[config.mk]
export PLATFORM = sky130hd
export DESIGN_NAME = dwsg_back
export DESIGN_NICKNAME = d
export VERILOG_FILES = /design/src/hw/rtl/dwsg_pkg.sv /design/src/hw/rtl/dwsg_back.sv
export SDC_FILE = /design/constraint.sdc
export NUM_CORES = 1
export LEC_CHECK = 0
export ABC_AREA = 1
export BUFFER_PORTS_ARGS = -buffer_cell sky130_fd_sc_hd__buf_4
export CORE_ASPECT_RATIO = 0.6
export CORE_UTILIZATION = 60
export CTS_CLUSTER_SIZE = 16
export DETAILED_ROUTE_END_ITERATION = 12
export HOLD_SLACK_MARGIN = 0.03
export PLACE_DENSITY = 0.86
export RECOVER_POWER = 25
export SETUP_SLACK_MARGIN = 0.1
export SYNTH_ARGS = -nofsm -noshare
export SYNTH_HDL_FRONTEND = slang
export SYNTH_SLANG_ARGS = --single-unit
[constraint.sdc]
create_clock -name clock -period 5.6 [get_ports clock]
set_clock_uncertainty 0.15 [all_clocks]
set_input_delay 1.4 -clock clock [delete_from_list [all_inputs] [get_ports clock]]
set_output_delay 1.4 -clock clock [all_outputs]
set_load 0.005 [all_outputs]
[src/hw/rtl/dwsg_pkg.sv]
`default_nettype none
// ----------------------------------------------------------------------------
// Depth window sphere gate: shared types and constants
// Image size, queue sizing, register indexes, configuration and payload
// structures used by all the modules of the gate.
// ----------------------------------------------------------------------------
package dwsg_pkg;

   localparam int IMAGE_WIDTH  = 1024;
   localparam int IMAGE_HEIGHT = 1024;

   localparam int MIN_COL_W = $clog2(IMAGE_WIDTH + 1);
   localparam int MIN_ROW_W = $clog2(IMAGE_HEIGHT + 1);

   localparam int COUNT_W = 21;
   localparam logic [COUNT_W-1:0] COUNT_MAX = COUNT_W'(1 << 20);

   localparam int QUEUE_DEPTH = 16;
   localparam int QUEUE_AW    = $clog2(QUEUE_DEPTH);

   localparam int CSR_INDEX_W = 3;
   localparam int CSR_DATA_W  = 34;

   typedef enum logic [CSR_INDEX_W-1:0] {
      CSR_PRINCIPAL_X,
      CSR_PRINCIPAL_Y,
      CSR_INV_FOCAL_X,
      CSR_INV_FOCAL_Y,
      CSR_TARGET_X,
      CSR_TARGET_Y,
      CSR_TARGET_Z,
      CSR_MAX_SQ_ERROR
   } csr_index_type;

   typedef struct packed {
      logic [13:0]        principal_x;
      logic [13:0]        principal_y;
      logic [23:0]        inv_focal_x;
      logic [23:0]        inv_focal_y;
      logic signed [16:0] target_x;
      logic signed [16:0] target_y;
      logic [15:0]        target_z;
      logic [33:0]        max_sq_error;
   } cfg_type;

   localparam cfg_type CFG_RESET = '{
      principal_x:  14'd8192,
      principal_y:  14'd8192,
      inv_focal_x:  24'd27962,
      inv_focal_y:  24'd27962,
      target_x:     17'sd0,
      target_y:     17'sd0,
      target_z:     16'd1000,
      max_sq_error: 34'd250000
   };

   typedef struct packed {
      logic [9:0]  pixel_column;
      logic [9:0]  pixel_row;
      logic [15:0] depth_mm;
      logic        last_pixel;
   } req_type;

   typedef struct packed {
      logic [15:0]        depth_out;
      logic               hit;
      logic               summary_valid;
      logic [COUNT_W-1:0] hit_count;
      logic [10:0]        box_left;
      logic [10:0]        box_top;
      logic [9:0]         box_right;
      logic [9:0]         box_bottom;
   } rsp_type;

   typedef struct packed {
      logic    hit;
      req_type pix;
   } cls_type;

   typedef struct packed {
      logic empty;
      logic full;
   } q_stat_type;

endpackage
`default_nettype wire

[src/hw/rtl/dwsg_back.sv]
`default_nettype none
// ----------------------------------------------------------------------------
// Depth window sphere gate: back end
// Takes classified pixels from the queue, keeps the hit count and bounding
// box of the window and holds each result in the output register.
// ----------------------------------------------------------------------------
module dwsg_back import dwsg_pkg::*; (
   input  logic       clock,
   input  logic       reset,
   input  q_stat_type q_stat,
   input  cls_type    q_head,
   output logic       q_pop,
   output logic       rsp_valid,
   input  logic       rsp_ready,
   output rsp_type    rsp_data
);

   logic [COUNT_W-1:0]   hits_ff, hits_in, hits_new;
   logic [MIN_COL_W-1:0] min_col_ff, min_col_in, min_col_new;
   logic [MIN_ROW_W-1:0] min_row_ff, min_row_in, min_row_new;
   logic [9:0]           max_col_ff, max_col_in, max_col_new;
   logic [9:0]           max_row_ff, max_row_in, max_row_new;
   logic                 rsp_valid_ff, rsp_valid_in;
   rsp_type              rsp_data_ff, rsp_data_in, rsp_new;

   assign q_pop = !q_stat.empty && (!rsp_valid_ff || rsp_ready);

   always_comb begin
      hits_new    = hits_ff;
      min_col_new = min_col_ff;
      min_row_new = min_row_ff;
      max_col_new = max_col_ff;
      max_row_new = max_row_ff;
      if (q_head.hit) begin
         if (hits_ff < COUNT_MAX) begin
            hits_new = hits_ff + 1'b1;
         end
         if (32'(q_head.pix.pixel_column) < 32'(min_col_ff)) begin
            min_col_new = MIN_COL_W'(q_head.pix.pixel_column);
         end
         if (32'(q_head.pix.pixel_row) < 32'(min_row_ff)) begin
            min_row_new = MIN_ROW_W'(q_head.pix.pixel_row);
         end
         if (q_head.pix.pixel_column > max_col_ff) begin
            max_col_new = q_head.pix.pixel_column;
         end
         if (q_head.pix.pixel_row > max_row_ff) begin
            max_row_new = q_head.pix.pixel_row;
         end
      end

      rsp_new               = '0;
      rsp_new.depth_out     = q_head.hit ? '0 : q_head.pix.depth_mm;
      rsp_new.hit           = q_head.hit;
      rsp_new.summary_valid = q_head.pix.last_pixel;
      if (q_head.pix.last_pixel) begin
         rsp_new.hit_count  = hits_new;
         rsp_new.box_left   = 11'(min_col_new);
         rsp_new.box_top    = 11'(min_row_new);
         rsp_new.box_right  = max_col_new;
         rsp_new.box_bottom = max_row_new;
      end

      hits_in    = hits_ff;
      min_col_in = min_col_ff;
      min_row_in = min_row_ff;
      max_col_in = max_col_ff;
      max_row_in = max_row_ff;
      if (q_pop) begin
         if (q_head.pix.last_pixel) begin
            hits_in    = '0;
            min_col_in = MIN_COL_W'(IMAGE_WIDTH);
            min_row_in = MIN_ROW_W'(IMAGE_HEIGHT);
            max_col_in = '0;
            max_row_in = '0;
         end else begin
            hits_in    = hits_new;
            min_col_in = min_col_new;
            min_row_in = min_row_new;
            max_col_in = max_col_new;
            max_row_in = max_row_new;
         end
      end

      priority if (q_pop) begin
         rsp_valid_in = 1'b1;
         rsp_data_in  = rsp_new;
      end else if (rsp_ready) begin
         rsp_valid_in = 1'b0;
         rsp_data_in  = rsp_data_ff;
      end else begin
         rsp_valid_in = rsp_valid_ff;
         rsp_data_in  = rsp_data_ff;
      end
   end

   always_ff @(posedge clock) begin
      if (reset) begin
         hits_ff      <= '0;
         min_col_ff   <= MIN_COL_W'(IMAGE_WIDTH);
         min_row_ff   <= MIN_ROW_W'(IMAGE_HEIGHT);
         max_col_ff   <= '0;
         max_row_ff   <= '0;
         rsp_valid_ff <= 1'b0;
      end else begin
         hits_ff      <= hits_in;
         min_col_ff   <= min_col_in;
         min_row_ff   <= min_row_in;
         max_col_ff   <= max_col_in;
         max_row_ff   <= max_row_in;
         rsp_valid_ff <= rsp_valid_in;
      end
   end

   always_ff @(posedge clock) begin
      rsp_data_ff <= rsp_data_in;
   end

   assign rsp_valid = rsp_valid_ff;
   assign rsp_data  = rsp_data_ff;

endmodule
`default_nettype wire

# Yosys cells after proc, flatten, opt, wreduce, memory -nomap -nowiden

Cells that the tools add are included.

Bits of input ports: 43
Logic and storage cells: 42
Output and inout port bits: 83
Register bits: 145

Reduce and logical (&&, ||, !) cells: 5
$add $sub $neg: 1
Mux-type cells: 17
Magnitude comparators: 5

Operators with widths:

| operator                | count |
|---|---|
| $mux W11                | 6 |
| $mux W21                | 3 |
| $mux W10                | 6 |
| $lt A10 B11 Y1          | 2 |
| $add A21 B1 Y21 const B | 1 |
| $lt A21 B21 Y1 const B  | 1 |
| $gt A10 B10 Y1          | 2 |
| $logic_not A1 Y1        | 2 |
| $mux W1                 | 2 |
| $reduce_bool A2 Y1      | 1 |
| $logic_and A1 B1 Y1     | 1 |
| $logic_or A1 B1 Y1      | 1 |

# Longest topological paths before layout

Word-level depth: 4
Depth in mapped cells: 12
Depth with buffers taken out: 12

# Least setup slack after synthesis

Ideal clock, no wire load.

Path type: input to output
From: in rsp_ready
To: out q_pop
Arrival time: 2,921 ps
Slack: 1,129 ps
Stages: 2
Path through: inv_1 > a21oi_4

Cells in the longest elaborated chain, start to end: 2

Ends and longest elaborated chain:

| what                | line            | source |
|---|---|---|
| from (decl)         | dwsg_back.sv:14 | `input logic rsp_ready,` |
| $logic_or A1 B1 Y1  | dwsg_back.sv:26 | `assign q_pop = !q_stat.empty && (!rsp_valid_ff \|\| rsp_ready);` |
| $logic_and A1 B1 Y1 | dwsg_back.sv:26 |  |
| to (decl)           | dwsg_back.sv:12 | `output logic q_pop,` |

No other way between the ends.

# Worst setup path after layout

From: in q_head[37] (netlist name)
To: reg min_row_ff[7]

Cells in the longest elaborated chain, start to end: 2

Ends and longest elaborated chain:

| what                 | line             | source |
|---|---|---|
| from (decl)          | dwsg_back.sv:11  | `input cls_type q_head,` |
| $mux W11             | dwsg_back.sv:34  | `if (q_head.hit) begin` |
| $mux W11             | dwsg_back.sv:70  | `if (q_head.pix.last_pixel) begin` |
| to (signal assigned) | dwsg_back.sv:101 | `min_row_ff <= MIN_ROW_W'(IMAGE_HEIGHT);` |
| to (signal assigned) | dwsg_back.sv:108 | `min_row_ff <= min_row_in;` |
| to (decl)            | dwsg_back.sv:20  | `logic [MIN_ROW_W-1:0] min_row_ff, min_row_in, min_row_new;` |

No other way between the ends.
A chain may end at the register's enable or synchronous reset.

==> results by group <==
Clock network
  – Clk_lat worst skew: 420 ps
  – Setup bufs post-CTS: 0
  – CTS tree: yes
  – Max clock buf depth: 2
  – Clk root buf: clkbuf_16
  – Cts bufs inserted: 17
  – CTS HTree Levels: 4
  – Clk sinks: 145
  – Clk slew on worst S/H paths: 60 ps
  – Number of hold buffers added after CTS: 0
  – Cts repair resizes: 0

Power
  – Clock power frac: 0.430
  – Combinational Power Share: 0.121
  – Overall power: 2.68 mW
  – Leak: 4.05 nW
  – Internal: 1.98 mW
  – Switching Power: 0.699 mW
  – Power per cell area: 295 nW/µm²
  – Sw Share: 0.261
  – Maximum vdd ir drop: 0.000256 V
  – Flop pwr share: 0.449

STA
  – Fmax: 0.248 GHz
  – Worst slew pin tran: 3050 ps
  – Post-route minimum period: 4040 ps
  – Unrepaired setup endpoints after global routing: no
  – Final Hold Violating Endpoints: 0
  – Fin crit share: 0.721
  – Final TNS setup: 0 ps
  – Max-slew headroom: -1.04
  – Pins Over Slew Limit: 63
  – Final Setup Violations: 0

Die
  – Rows: 31
  – Starting Density: 0.618
  – CORE AREA: 12100 µm²
  – Die Y: 88.6 µm
  – IO Count: 126
  – Die X: 146 µm
  – Die ar.: 13000 µm²

Cells and area
  – Layout net count: 1128
  – Area delta synth->final: 21.1%
  – Layout cells sized above 1: 0.157
  – Finished Layout Cells: 1224
  – Ant. Diodes: 0

Synth
  – Count of cell types in the netlist: 32
  – Flops & latches, synth: 145
  – Seq/Total Area, Yosys: 0.495
  – Cells after synthesis: 935
  – Syn avg cell area: 8.02 µm²
  – Yosys warns: 0
  – Synthesized netlist net count: 1017
  – Mapped Area: 7500 µm²

Drt
  – DR DRC count: 0
  – Via count: 6509
  – DR top layer: met4
  – Pre-Repair DR Iteration Count: 6
  – Metal-1 WL: 7930 µm
  – ANT nets after route: 0
  – Routed wl met3: 1450 µm
  – DR vias/cell: 5.32
  – DR iter-0 viols: 603
  – DR WL/cell: 14.4 µm
  – Detailed Route WL: 17600 µm
  – Met2 wire length: 7940 µm

Placed design
  – Gpl congestion: 0.927
  – Dpl cells: 1192
  – Input/output buffers: 124
  – Hpwl dp: 11700 µm

Run status
  – Status: finished with violations
  – Violated checks: max-capacitance violations, max-slew violations

Setup path
  – Critical Path RT: 5760 ps
  – Reg-to-Reg End: min_row_ff[7]
  – CP arrival: 4200 ps
  – WS Path Type: in2reg
  – RR Startpoint: min_row_ff[8]
  – Reg2reg setup slack: 2880 ps
  – Startpoint Class: input pin
  – Crit end category: register
  – Crit path max fanout: 23
  – Worst-case reg-to-reg path depth: 11

GRT
  – Global-route wire length before repair: 28800 µm
  – Largest net degree at the start of global routing: 85
  – All-Layer GR Usage: 0.286
  – Gr ovfl total: 0
  – Vias in the first global route: 5963
  – Antenna violations before repair: 0

Worst hold path
  – Class of the worst hold path: reg2reg
  – Min-Delay Path Depth: 2
  – Hold endpoint: max_col_ff[1]
  – Hold_sp: max_col_ff[1]

Run
  – Max cap viols: 1
cell usage in the layout, fill, tap and decap left out, drive strengths merged:
master,instances
or2,1
nand4,25
bufinv,2
nand3b,3
and2,2
xnor2,4
dfxtp,64
xor2,9
nor2,103
a21oi,75
clkinvlp,1
inv,146
o21bai,1
edfxtp,81
nor3,6
clkbuf,77
clkinv,5
nand3,82
ha,39
nand2,260
buf,69
o211ai,2
o21ai,2
cells by family (layout without fill, tap and decap cells):
kind of cell    count (synthesis)  count (layout)  share of synthesized area
buf+inv                       176             300                     0.0899
compound gates                 80              80                     0.0559
simple gates                  482             482                      0.278
xor+xnor                       13              13                     0.0162
fa+ha+maj                      39              39                     0.0650
flops                         145             145                      0.495
synthesized netlist by cell type (all sizes together):
master	n	share of area
nand2	260	0.13
inv	138	0.069
nor2	103	0.059
nand3	82	0.056
edfxtp	81	0.32
a21oi	75	0.052
dfxtp	64	0.17
ha	39	0.065
clkbuf	25	0.013
nand4	25	0.022
buf	12	0.0078
xor2	9	0.012
nor3	6	0.0040
xnor2	4	0.0047
nand3b	3	0.0030
and2	2	0.0017
o211ai	2	0.0020
o21ai	2	0.0013
clkinv	1	0.00050
o21bai	1	0.0010
or2	1	0.00083
worst max-delay path: stages:
cell,delay [ps]
clkbuf_1,870
inv_1,240
nor2_1,680
nand3_1,520
nand2_1,220
nand3_1,100
a21oi_1,160
cell type report:
cell class / count / area [µm²]
Multi-Input combinational cell: 614 / 3110
Clock buffer: 17 / 425
Tap cell: 165 / 206
Fill cell: 887 / 3050
Sequential cell: 145 / 3710
Inverter: 139 / 522
Timing Repair Buffer: 129 / 931
Clock inverter: 15 / 174
power groups by stage:
stage | registers, mW | logic [mW] | clock network [mW]
after floorplan | 1.23 | 0.184 | 0
after global placement | 1.22 | 0.316 | 0
after detailed placement | 1.22 | 0.324 | 0
after CTS | 1.20 | 0.328 | 1.16
after global routing | 1.21 | 0.367 | 1.21
final | 1.20 | 0.325 | 1.15
how the worst max path moves through the flow:
stage                          to  cells past startpoint        from  slack [ps]
floorplan                   q_pop                      2   rsp_ready        1130
global placement     rsp_data[26]                     11  q_head[25]        1870
detailed placement   rsp_data[38]                     11  q_head[35]        1850
CTS                         q_pop                      4   rsp_ready        2150
global route        min_col_ff[2]                      7  q_head[37]        1340
finish              min_row_ff[7]                      7  q_head[37]        1560
state kept, by name, summed over array words and instances (netlist names):
| register | cells |
|---|---|
| rsp_valid | 1 |
| min_col_ff | 11 |
| max_row_ff | 10 |
| min_row_ff | 11 |
| hits_ff | 21 |
| rsp_data | 81 |
| max_col_ff | 10 |
through the flow:
stage / setup slack, ps / utilization / cell area, µm² / hold WS, ps
after floorplan: 1130 / - / 7500 / 295
after global placement: 1870 / 0.702 / 8520 / 302
after detailed placement: 1850 / 0.702 / 8520 / 308
after CTS: 2150 / 0.752 / 9120 / 318
after global routing: 1340 / 0.748 / 9090 / 332
final: 1560 / 0.748 / 9090 / 315
layer usage:
| metal | up-vias | GRT usage |
|---|---|---|
| met5 | - | 0 |
| met4 | 0 | 0.0975 |
| met3 | 24 | 0.0536 |
| met2 | 269 | 0.466 |
| met1 | 2985 | 0.391 |
| li1 | 3231 | - |
Power figures use the tool's default switching activity.
