$ cat config.mk
export PLATFORM = sky130hd
export DESIGN_NAME = dwsg_queue
export DESIGN_NICKNAME = d
export VERILOG_FILES = /design/src/hw/rtl/dwsg_pkg.sv /design/src/hw/rtl/dwsg_queue.sv
export SDC_FILE = /design/constraint.sdc
export NUM_CORES = 1
export LEC_CHECK = 0
export BUFFER_PORTS_ARGS = -buffer_cell sky130_fd_sc_hd__clkbuf_2
export CAP_MARGIN = 10
export CORE_MARGIN = 8
export CORE_UTILIZATION = 55
export DETAILED_ROUTE_END_ITERATION = 12
export PLACE_DENSITY = 0.85
export SLEW_MARGIN = 25
export SYNTH_ARGS = -nofsm -noshare
export SYNTH_HDL_FRONTEND = slang
export SYNTH_SLANG_ARGS = --single-unit
$ cat constraint.sdc
create_clock -name clock -period 2.5 [get_ports clock]
set_input_delay 0.5 -clock clock [delete_from_list [all_inputs] [get_ports clock]]
set_output_delay 0.5 -clock clock [all_outputs]
set_load 0.02 [all_outputs]
$ cat src/hw/rtl/dwsg_pkg.sv
`default_nettype none
// ----------------------------------------------------------------------------
// Depth window sphere gate: shared types and constants
// Image size, queue sizing, register indexes, configuration and payload
// structures used by all the modules of the gate.
// ----------------------------------------------------------------------------
package dwsg_pkg;

   localparam int IMAGE_WIDTH  = 1024;
   localparam int IMAGE_HEIGHT = 1024;

   localparam int MIN_COL_W = $clog2(IMAGE_WIDTH + 1);
   localparam int MIN_ROW_W = $clog2(IMAGE_HEIGHT + 1);

   localparam int COUNT_W = 21;
   localparam logic [COUNT_W-1:0] COUNT_MAX = COUNT_W'(1 << 20);

   localparam int QUEUE_DEPTH = 16;
   localparam int QUEUE_AW    = $clog2(QUEUE_DEPTH);

   localparam int CSR_INDEX_W = 3;
   localparam int CSR_DATA_W  = 34;

   typedef enum logic [CSR_INDEX_W-1:0] {
      CSR_PRINCIPAL_X,
      CSR_PRINCIPAL_Y,
      CSR_INV_FOCAL_X,
      CSR_INV_FOCAL_Y,
      CSR_TARGET_X,
      CSR_TARGET_Y,
      CSR_TARGET_Z,
      CSR_MAX_SQ_ERROR
   } csr_index_type;

   typedef struct packed {
      logic [13:0]        principal_x;
      logic [13:0]        principal_y;
      logic [23:0]        inv_focal_x;
      logic [23:0]        inv_focal_y;
      logic signed [16:0] target_x;
      logic signed [16:0] target_y;
      logic [15:0]        target_z;
      logic [33:0]        max_sq_error;
   } cfg_type;

   localparam cfg_type CFG_RESET = '{
      principal_x:  14'd8192,
      principal_y:  14'd8192,
      inv_focal_x:  24'd27962,
      inv_focal_y:  24'd27962,
      target_x:     17'sd0,
      target_y:     17'sd0,
      target_z:     16'd1000,
      max_sq_error: 34'd250000
   };

   typedef struct packed {
      logic [9:0]  pixel_column;
      logic [9:0]  pixel_row;
      logic [15:0] depth_mm;
      logic        last_pixel;
   } req_type;

   typedef struct packed {
      logic [15:0]        depth_out;
      logic               hit;
      logic               summary_valid;
      logic [COUNT_W-1:0] hit_count;
      logic [10:0]        box_left;
      logic [10:0]        box_top;
      logic [9:0]         box_right;
      logic [9:0]         box_bottom;
   } rsp_type;

   typedef struct packed {
      logic    hit;
      req_type pix;
   } cls_type;

   typedef struct packed {
      logic empty;
      logic full;
   } q_stat_type;

endpackage
`default_nettype wire

$ cat src/hw/rtl/dwsg_queue.sv
`default_nettype none
// ----------------------------------------------------------------------------
// Depth window sphere gate: classified pixel queue
// First-in first-out buffer that decouples the projection pipeline from the
// accumulator and result register.
// ----------------------------------------------------------------------------
module dwsg_queue import dwsg_pkg::*; (
   input  logic       clock,
   input  logic       reset,
   input  logic       push,
   input  cls_type    push_item,
   input  logic       pop,
   output cls_type    head,
   output q_stat_type stat
);

   cls_type             mem_ff [QUEUE_DEPTH];
   logic [QUEUE_AW-1:0] wr_ff, wr_in;
   logic [QUEUE_AW-1:0] rd_ff, rd_in;
   logic [QUEUE_AW:0]   cnt_ff, cnt_in;

   always_comb begin
      wr_in = wr_ff;
      rd_in = rd_ff;
      if (push) begin
         wr_in = (wr_ff == QUEUE_AW'(QUEUE_DEPTH - 1)) ? '0 : wr_ff + 1'b1;
      end
      if (pop) begin
         rd_in = (rd_ff == QUEUE_AW'(QUEUE_DEPTH - 1)) ? '0 : rd_ff + 1'b1;
      end
      cnt_in = cnt_ff + (QUEUE_AW+1)'(push) - (QUEUE_AW+1)'(pop);
   end

   always_ff @(posedge clock) begin
      if (reset) begin
         wr_ff  <= '0;
         rd_ff  <= '0;
         cnt_ff <= '0;
      end else begin
         wr_ff  <= wr_in;
         rd_ff  <= rd_in;
         cnt_ff <= cnt_in;
      end
   end

   always_ff @(posedge clock) begin
      if (push) begin
         mem_ff[wr_ff] <= push_item;
      end
   end

   assign head       = mem_ff[rd_ff];
   assign stat.empty = (cnt_ff == '0);
   assign stat.full  = (cnt_ff == (QUEUE_AW+1)'(QUEUE_DEPTH));

endmodule
`default_nettype wire

* Word-level counts from Yosys, hierarchy flattened
Memories as Yosys holds them, arrays and structs flattened. A register that Yosys moved wholly into a read port is not among the register bits.
Cells that the tools add are included.
** Word-level totals
- Register bits :: 13
- RAM bits :: 608
- Bits of input ports :: 42
- Output and inout bits :: 40
- Logic and storage cells :: 18
- Memories kept :: 1
** Cells by class
- Add/sub/neg operators :: 4
- Eq/ne operators :: 3
- Multiplexer cells :: 6
- Reduce and logical (&&, ||, !) cells :: 1
** Memories
- mem_ff :: words 16, bits a word 38, rd ports 1, clocked after memory_dff 1, wr ports 1, line dwsg_queue.sv:17 : cls_type mem_ff [QUEUE_DEPTH];
** Operators with widths (count)
- 4-bit two-way mux :: 4
- 4-bit by 1-bit adder with 4-bit output, second input constant :: 2
- 4-bit equality test, second input constant :: 2
- 5-bit by 1-bit adder with 5-bit output :: 1
- 5-bit equality test, second input constant :: 1
- 5-bit logical NOT :: 1
- 5-bit by 1-bit subtractor with 5-bit output :: 1
- 1-bit two-way mux :: 2

* Logic depth before layout (Yosys ltp)
Gate-level depths: netlist of the first run.
- Depth in word-level cells :: 4
- Gate-level depth with buffers :: 9
- Depth with buffers taken out :: 9

* Worst setup path after synthesis of the first run
No wires, ideal clock.
- Path kind :: input -> register
- From :: input push
- To :: memory mem_ff[0][0] (netlist name) (enable)
- Setup time :: 399 ps
- Arrival time :: 1974 ps
- Data required time :: 2101 ps
- Setup slack :: 127 ps
- Stages :: 3
- Cell sequence :: clkbuf_1 > nor3b_1 > and2_1
** On the way
- Cells in the longest elaborated chain, start to end :: 2
** Ends and longest elaborated chain
- from (decl) :: line dwsg_queue.sv:10 : input logic push,
- 1-bit two-way mux :: line dwsg_queue.sv:47 : if (push) begin
- 1-bit two-way mux (implied by the code) :: line dwsg_queue.sv:48 : mem_ff[wr_ff] <= push_item;
- to (decl) :: line dwsg_queue.sv:17
No other way between the ends.

==> results.sh, run 1 <==
export IMPL_final_setup_worst_slack_ns=-0.472
export IMPL_nets=1254
export IMPL_post_route_min_period_ns=2.97
export IMPL_timing_final_setup_violations=38
export IMPL_worst_endpoint_required_ns=2.00
export IMPL_critPathSlowestCell="mux4_2"
export IMPL_synth_cell_area_um2=23600
export IMPL_power_share_sequential_pct=52.2
export IMPL_tightestPinTransition_ns=0.484
export IMPL_dieHeight_um=223
export IMPL_grt_usage_pct=24.9
export IMPL_yosysWarnings=0
export IMPL_layout_area_overhead_vs_synth_pct=19.9
export IMPL_post_layout_nonfiller_instances=1793
export IMPL_switch_share_pct=22.1
export IMPL_final_antenna_net_count=0
export IMPL_clock_path_buffers=3
export IMPL_route_detailed_wl_per_inst_um=34.9
export IMPL_power_ir_vdd_worst_uv=623
export IMPL_maxClockFrequency_ghz=0.336
export IMPL_violations="negative setup slack"
export IMPL_synth_seq_cells=625
export IMPL_drt_pass1_iter_count=6
export IMPL_synth_enable_flop_cells=608
export IMPL_share_clk_of_total_power_pct=39.3
export IMPL_die_w_um=223
export IMPL_grt_start_max_net_pins=39
export IMPL_mostFrequentLayoutCell="edfxtp_1"
export IMPL_layout_cells_most_common_list="edfxtp_1 (608), mux4_2 (152), a22oi_2 (64)"
export IMPL_tritoncts="yes"
export IMPL_status="finished, violations left"
export IMPL_hp_class="primary input to flip-flop"
export IMPL_postLayoutCellArea_um2=28300
export IMPL_endpoint_kind="output pin"
export IMPL_std_cell_rows=76
export IMPL_worst_setup_hold_path_clk_slew_ns=0.06
export IMPL_finalHoldViolations=0
export IMPL_timing_final_max_slew_violations=0
export IMPL_register_area_um2=18600
export IMPL_postSynthAreaPerCell_um2=22.9
export IMPL_gr_total_overflow=0
export IMPL_cell_internal_pwr_mw=17.5
export IMPL_syn_nets=1086
export IMPL_share_comb_of_total_power_pct=8.5
export IMPL_fin_worst_skew_ns=0.0217
export IMPL_seq_area_frac_synth_pct=78.7
export IMPL_design_portCount=82
export IMPL_totalWireLength_um=62600
export IMPL_dominantRegCellSynth="edfxtp_1"
export IMPL_post_placement_cell_count=1652
export IMPL_initial_antenna_violation_count=5
export IMPL_layout_core_utilization_pct=66.3
export IMPL_cp_num_buf_inv=4
export IMPL_fill_cells=2463
export IMPL_synthArstFlopShare_pct=0
export IMPL_first_global_vias=12800
export IMPL_cp_cell_sequence="buf_12, buf_8, buf_16, mux4_2, a22oi_2, nand2_2, clkbuf_2"
export IMPL_cp_data_arrival_time_ns=2.47
export IMPL_total_neg_setup_slack_ns=-15.94
export IMPL_insertion_delay_ns=0.61
export IMPL_initial_core_util_pct=55.3
export IMPL_avgViaCountPerCell=6.77
export IMPL_multi_input_comb_area_um2=5100
export IMPL_dp_hpwl_um=27500
export IMPL_drc_errors=0
export IMPL_start_kind="flip-flop"
export IMPL_rsz0062_at_grt="true"
export IMPL_grt_first_pass_wirelength_um=88500
export IMPL_yosys_cell_types_count=29
export IMPL_clock_tree_htree_level_count=2
export IMPL_worst_setup_path_type="flip-flop to output pin"
export IMPL_p_sw_mw=4.95
export IMPL_io_buffers=81
export IMPL_final_layout_size_suffix_gt1_share_pct=40.6
export IMPL_timing_hold_worst_start="reset"
export IMPL_cts_made_buffers=57
export IMPL_gp_routability_congestion=0.720
export IMPL_leakagePower_nw=9.03
export IMPL_worst_path_largest_cell_delay_ns=0.52
export IMPL_slew_headroom_pct=67.7
export IMPL_instance_area_after_placement_um2=25200
export IMPL_postSynthCellCount=1032
export IMPL_core_um2=42700
export IMPL_num_vias=12100
export IMPL_power_per_cell_area_nw_per_um2=791
export IMPL_worstReg2RegStart="cnt_ff[0]$_SDFF_PP0_"
export IMPL_number_of_sinks_handled_by_clock_tree_synthesis=625
export IMPL_maxCapViolations=0
export IMPL_crit_fanout=8
export IMPL_design_die_area_um2=49800
export IMPL_critical_path_top_delay_family="buffers and inverters"
export IMPL_cts_root_buf="clkbuf_16"
export IMPL_first_iter_violations=1689
export IMPL_post_route_period_util_pct=119
path summary, 6_finish.rpt:
kind,depth (start not counted),slack (ns),end
max,7,-0.47,head[2]
min,2,0.25,cnt_ff[4]$_SDFF_PP0_
max reg2reg,9,0.42,cnt_ff[4]$_SDFF_PP0_
min reg2reg,2,0.53,flip-flop
worst reg2reg max path: cells and delay by family, from the launching register on:
kind | cells | cell delay (ns)
AOI/OAI and AO/OA | 2 | 0.29
adders and majority gates | 3 | 0.91
buffers and inverters | 2 | 0.09
DFF | 1 | 0.32
and+or+nand+nor | 2 | 0.41
layout make-up:
class	count	area share, %
clock buffer	62	5.10
antenna	3	0.0265
multi-input combinational	347	18.0
timing repair buffer	161	7.16
inverter	8	0.106
clock inverter	41	1.46
tap	546	2.41
sequential	625	65.7
power by group through the flow:
stage                     clock network (mW)  logic [mW]  registers [mW]
final                                   8.81        1.91            11.7
after global routing                    9.21        2.01            11.7
after CTS                               8.82        1.80            11.7
after detailed placement                   0        1.48            11.9
after global placement                     0        1.42            11.9
after floorplan                            0       0.968            11.9
through the flow:
| stage | power [mW] | hold WS [ns] | setup slack (ns) |
|---|---|---|---|
| 2_1_floorplan | 12.9 | 0.473 | 0.127 |
| 3_3_place_gp | 13.3 | 0.505 | 0.146 |
| 3_5_place_dp | 13.4 | 0.507 | 0.103 |
| 4_1_cts | 22.3 | 0.231 | -0.471 |
| 5_1_grt | 22.9 | 0.273 | -0.519 |
| 6_report | 22.4 | 0.251 | -0.472 |
layer usage:
layer | routed length [µm] | global-route usage (%) | vias up | part of all wire, %
met5 | 29 | 0 | - | 0.046
met4 | 2610 | 11.7 | 4 | 4.2
met3 | 6300 | 4.82 | 157 | 10
met2 | 32400 | 42.4 | 973 | 52
met1 | 21200 | 30.5 | 6280 | 34
li1 | - | - | 4716 | -
logic make-up after synthesis:
logic type | Yosys count | synth area share (%)
DFF | 625 | 78.7
muxes | 156 | 14.7
AOI/OAI and AO/OA | 87 | 2.66
and+or+nand+nor | 87 | 1.73
buffers and inverters | 60 | 1.34
adders and majority gates | 12 | 0.668
xor gates and xnor gates | 5 | 0.185
cell usage after synthesis (all sizes together) (3+ instances only):
| library cell | count | area (µm²) |
|---|---|---|
| and2 | 17 | 106 |
| inv | 8 | 30.0 |
| o21ai | 3 | 15.0 |
| nor2b | 4 | 25.0 |
| edfxtp | 608 | 18300 |
| nor2 | 11 | 41.3 |
| xor2 | 3 | 26.3 |
| nand3 | 3 | 15.0 |
| dfxtp | 17 | 340 |
| clkbuf | 27 | 101 |
| buf | 25 | 184 |
| mux4 | 152 | 3420 |
| nand2 | 45 | 169 |
| a21oi | 7 | 35.0 |
| ha | 11 | 138 |
| a22oi | 76 | 571 |
registers in the layout (all words and copies together) (netlist names), named ones only:
signal	flops
mem_ff	608
cnt_ff	5
wr_ff	4
rd_ff	4
what timing repair did:
action,CTS,global route
setup endpoints to repair,38,38
hold buffers,0,0
gates resized for setup,109,79
cloned,13,4
pin swaps,27,15
buffers inserted,19,2
Note: power is estimated with default switching activity, not from simulation.
==> run 2: changes to the inputs <==
SETUP_SLACK_MARGIN = 0.05   (was not set)
==> run 2 against run 1 <==
Effect of this change:
- the run still ends with negative setup slack left
- global-route usage unchanged
- setup slack got worse by 0.019 ns
- first-iteration DRC count fell by 2.1%
- cell area about the same
- power about the same
- die area unchanged
- clock-buffer cell count unchanged
- utilization about the same
- sequential share of layout area about the same
- non-clock buffer count rose by 1
- via count fell by 0.12%
- critical path type unchanged
- largest cell class unchanged
- highest routed layer unchanged
==> results.sh, run 2 (synthesis gave the netlist of run 1 again) <==
export IMPL_hold_path_cell_count=2
export IMPL_dieHeight_um=223
export IMPL_timing_hold_worst_start="reset"
export IMPL_tritoncts="yes"
export IMPL_cts_root_buf="clkbuf_16"
export IMPL_final_antenna_net_count=0
export IMPL_insertion_delay_ns=0.61
export IMPL_post_place_ws_ns=0.103
export IMPL_violations="negative setup slack"
export IMPL_timing_final_setup_violations=38
export IMPL_cts_made_buffers=57
export IMPL_post_route_period_util_pct=120
export IMPL_final_setup_worst_slack_ns=-0.491
export IMPL_clock_path_buffers=3
export IMPL_drc_errors=0
export IMPL_worst_setup_hold_path_clk_slew_ns=0.06
export IMPL_power_per_cell_area_nw_per_um2=790
export IMPL_totalWireLength_um=62800
export IMPL_die_w_um=223
export IMPL_number_of_flip_flops_under_the_largest_register_name=608
export IMPL_worstReg2RegStart="cnt_ff[0]$_SDFF_PP0_"
export IMPL_met3_usage_pct=4.82
export IMPL_initial_core_util_pct=55.3
export IMPL_gr_total_overflow=0
export IMPL_grt_usage_pct=24.9
export IMPL_route_detailed_wl_per_inst_um=35.0
export IMPL_grt_busiest_layer="met2"
export IMPL_start_kind="flip-flop"
export IMPL_fin_worst_skew_ns=0.0230
export IMPL_std_cell_rows=76
export IMPL_finalHoldViolations=0
export IMPL_gp_routability_congestion=0.720
export IMPL_mostFrequentLayoutCell="edfxtp_1"
export IMPL_reg2reg_setup_slack_ns=0.42
export IMPL_design_portCount=82
export IMPL_timing_final_max_slew_violations=0
export IMPL_total_neg_setup_slack_ns=-16.06
export IMPL_avgViaCountPerCell=6.75
export IMPL_initial_antenna_violation_count=5
export IMPL_min_to="cnt_ff[4]$_SDFF_PP0_"
export IMPL_number_of_sinks_handled_by_clock_tree_synthesis=625
export IMPL_hold_buffers=0
export IMPL_finalPower_mw=22.4
export IMPL_num_vias=12100
export IMPL_first_global_vias=12800
export IMPL_nets=1255
export IMPL_rr_endpoint="cnt_ff[4]$_SDFF_PP0_"
export IMPL_grt_first_pass_wirelength_um=88500
export IMPL_rsz0062_at_grt="true"
export IMPL_layout_cells_most_common_list="edfxtp_1 (608), mux4_2 (152), a22oi_2 (62)"
export IMPL_reg_largest_list="mem_ff (608), cnt_ff (5)"
export IMPL_io_buffers=81
export IMPL_crit_fanout=8
export IMPL_tightestPinTransition_ns=0.487
export IMPL_post_route_min_period_ns=2.99
export IMPL_hp_class="primary input to flip-flop"
export IMPL_maxCapViolations=0
export IMPL_grt_start_max_net_pins=39
export IMPL_design_die_area_um2=49800
export IMPL_slew_headroom_pct=67.5
export IMPL_core_um2=42700
export IMPL_status="finished, violations left"
export IMPL_cp_data_arrival_time_ns=2.49
export IMPL_maxClockFrequency_ghz=0.334
export IMPL_leakagePower_nw=9.04
export IMPL_power_ir_vdd_worst_uv=624
export IMPL_dp_hpwl_um=27500
export IMPL_final_layout_size_suffix_gt1_share_pct=40.4
export IMPL_layout_area_overhead_vs_synth_pct=19.9
export IMPL_drt_pass1_iter_count=5
export IMPL_groute_layer_met1_usage_pct=30.5
export IMPL_worst_setup_path_type="flip-flop to output pin"
export IMPL_grt_use_met2_pct=42.4
export IMPL_clock_tree_htree_level_count=2
export IMPL_endpoint_kind="output pin"
export IMPL_first_iter_violations=1653
export IMPL_regMostFlops="mem_ff"
export IMPL_worst_r2r_path_depth=9
export IMPL_worst_endpoint_required_ns=2.00
[run 2: power by group]
group          total [mW]  internal, mW  switching, mW
registers            11.7          11.6         0.0616
clock network        8.79          4.92           3.87
logic                1.91         0.908           1.00
[run 2: critical path: stages (launching register included)]
cell	delay [ns]
dfxtp_4	0.36
buf_12	0.16
buf_8	0.15
buf_16	0.14
mux4_2	0.52
a22oi_2	0.26
nand2_2	0.12
clkbuf_2	0.17
[run 2: what timing repair did]
| item | in CTS | in global routing |
|---|---|---|
| resized for setup | 109 | 73 |
| endpoints found under the setup margin | 38 | 38 |
| gates cloned | 13 | 4 |
| buffers inserted | 19 | 2 |
| pin swaps | 27 | 16 |
[run 2: through the flow]
step / instances / hold WS [ns] / util, % / instance area (µm²)
5_1_grt: 1794 / 0.273 / 66.3 / 28300
4_1_cts: 1787 / 0.231 / 65.7 / 28000
2_1_floorplan: 1032 / 0.473 / - / 23600
3_3_place_gp: 1652 / 0.505 / 59.0 / 25200
3_5_place_dp: 1652 / 0.507 / 59.0 / 25200
6_report: 1794 / 0.252 / 66.3 / 28300
[run 2: how the worst max path moves through the flow]
stage | start | to | slack, ns | cells past startpoint
2_1_floorplan | push | mem_ff[0][0]$_DFFE_PP_ | 0.13 | 3
3_3_place_gp | flip-flop | head[34] | 0.15 | 6
3_5_place_dp | pop | cnt_ff[4]$_SDFF_PP0_ | 0.10 | 9
4_1_cts | flip-flop | head[6] | -0.47 | 8
5_1_grt | flip-flop | head[30] | -0.53 | 8
6_report | flip-flop | head[2] | -0.49 | 7
[run 2: final cells by class]
type,count,area [µm²]
flip-flops and latches,625,18600
fillers,2454,14400
multi-input cells,347,5090
repair buffers,162,2050
clock buffers,62,1450
well taps,546,683
clock inverters,41,414
inverters,8,30.0
diodes,3,7.51
[run 2: layer usage]
metal | vias up | wire (µm)
li1 | 4721 | -
met1 | 6260 | 21300
met2 | 962 | 32500
met3 | 168 | 6400
met4 | 4 | 2590
met5 | - | 30
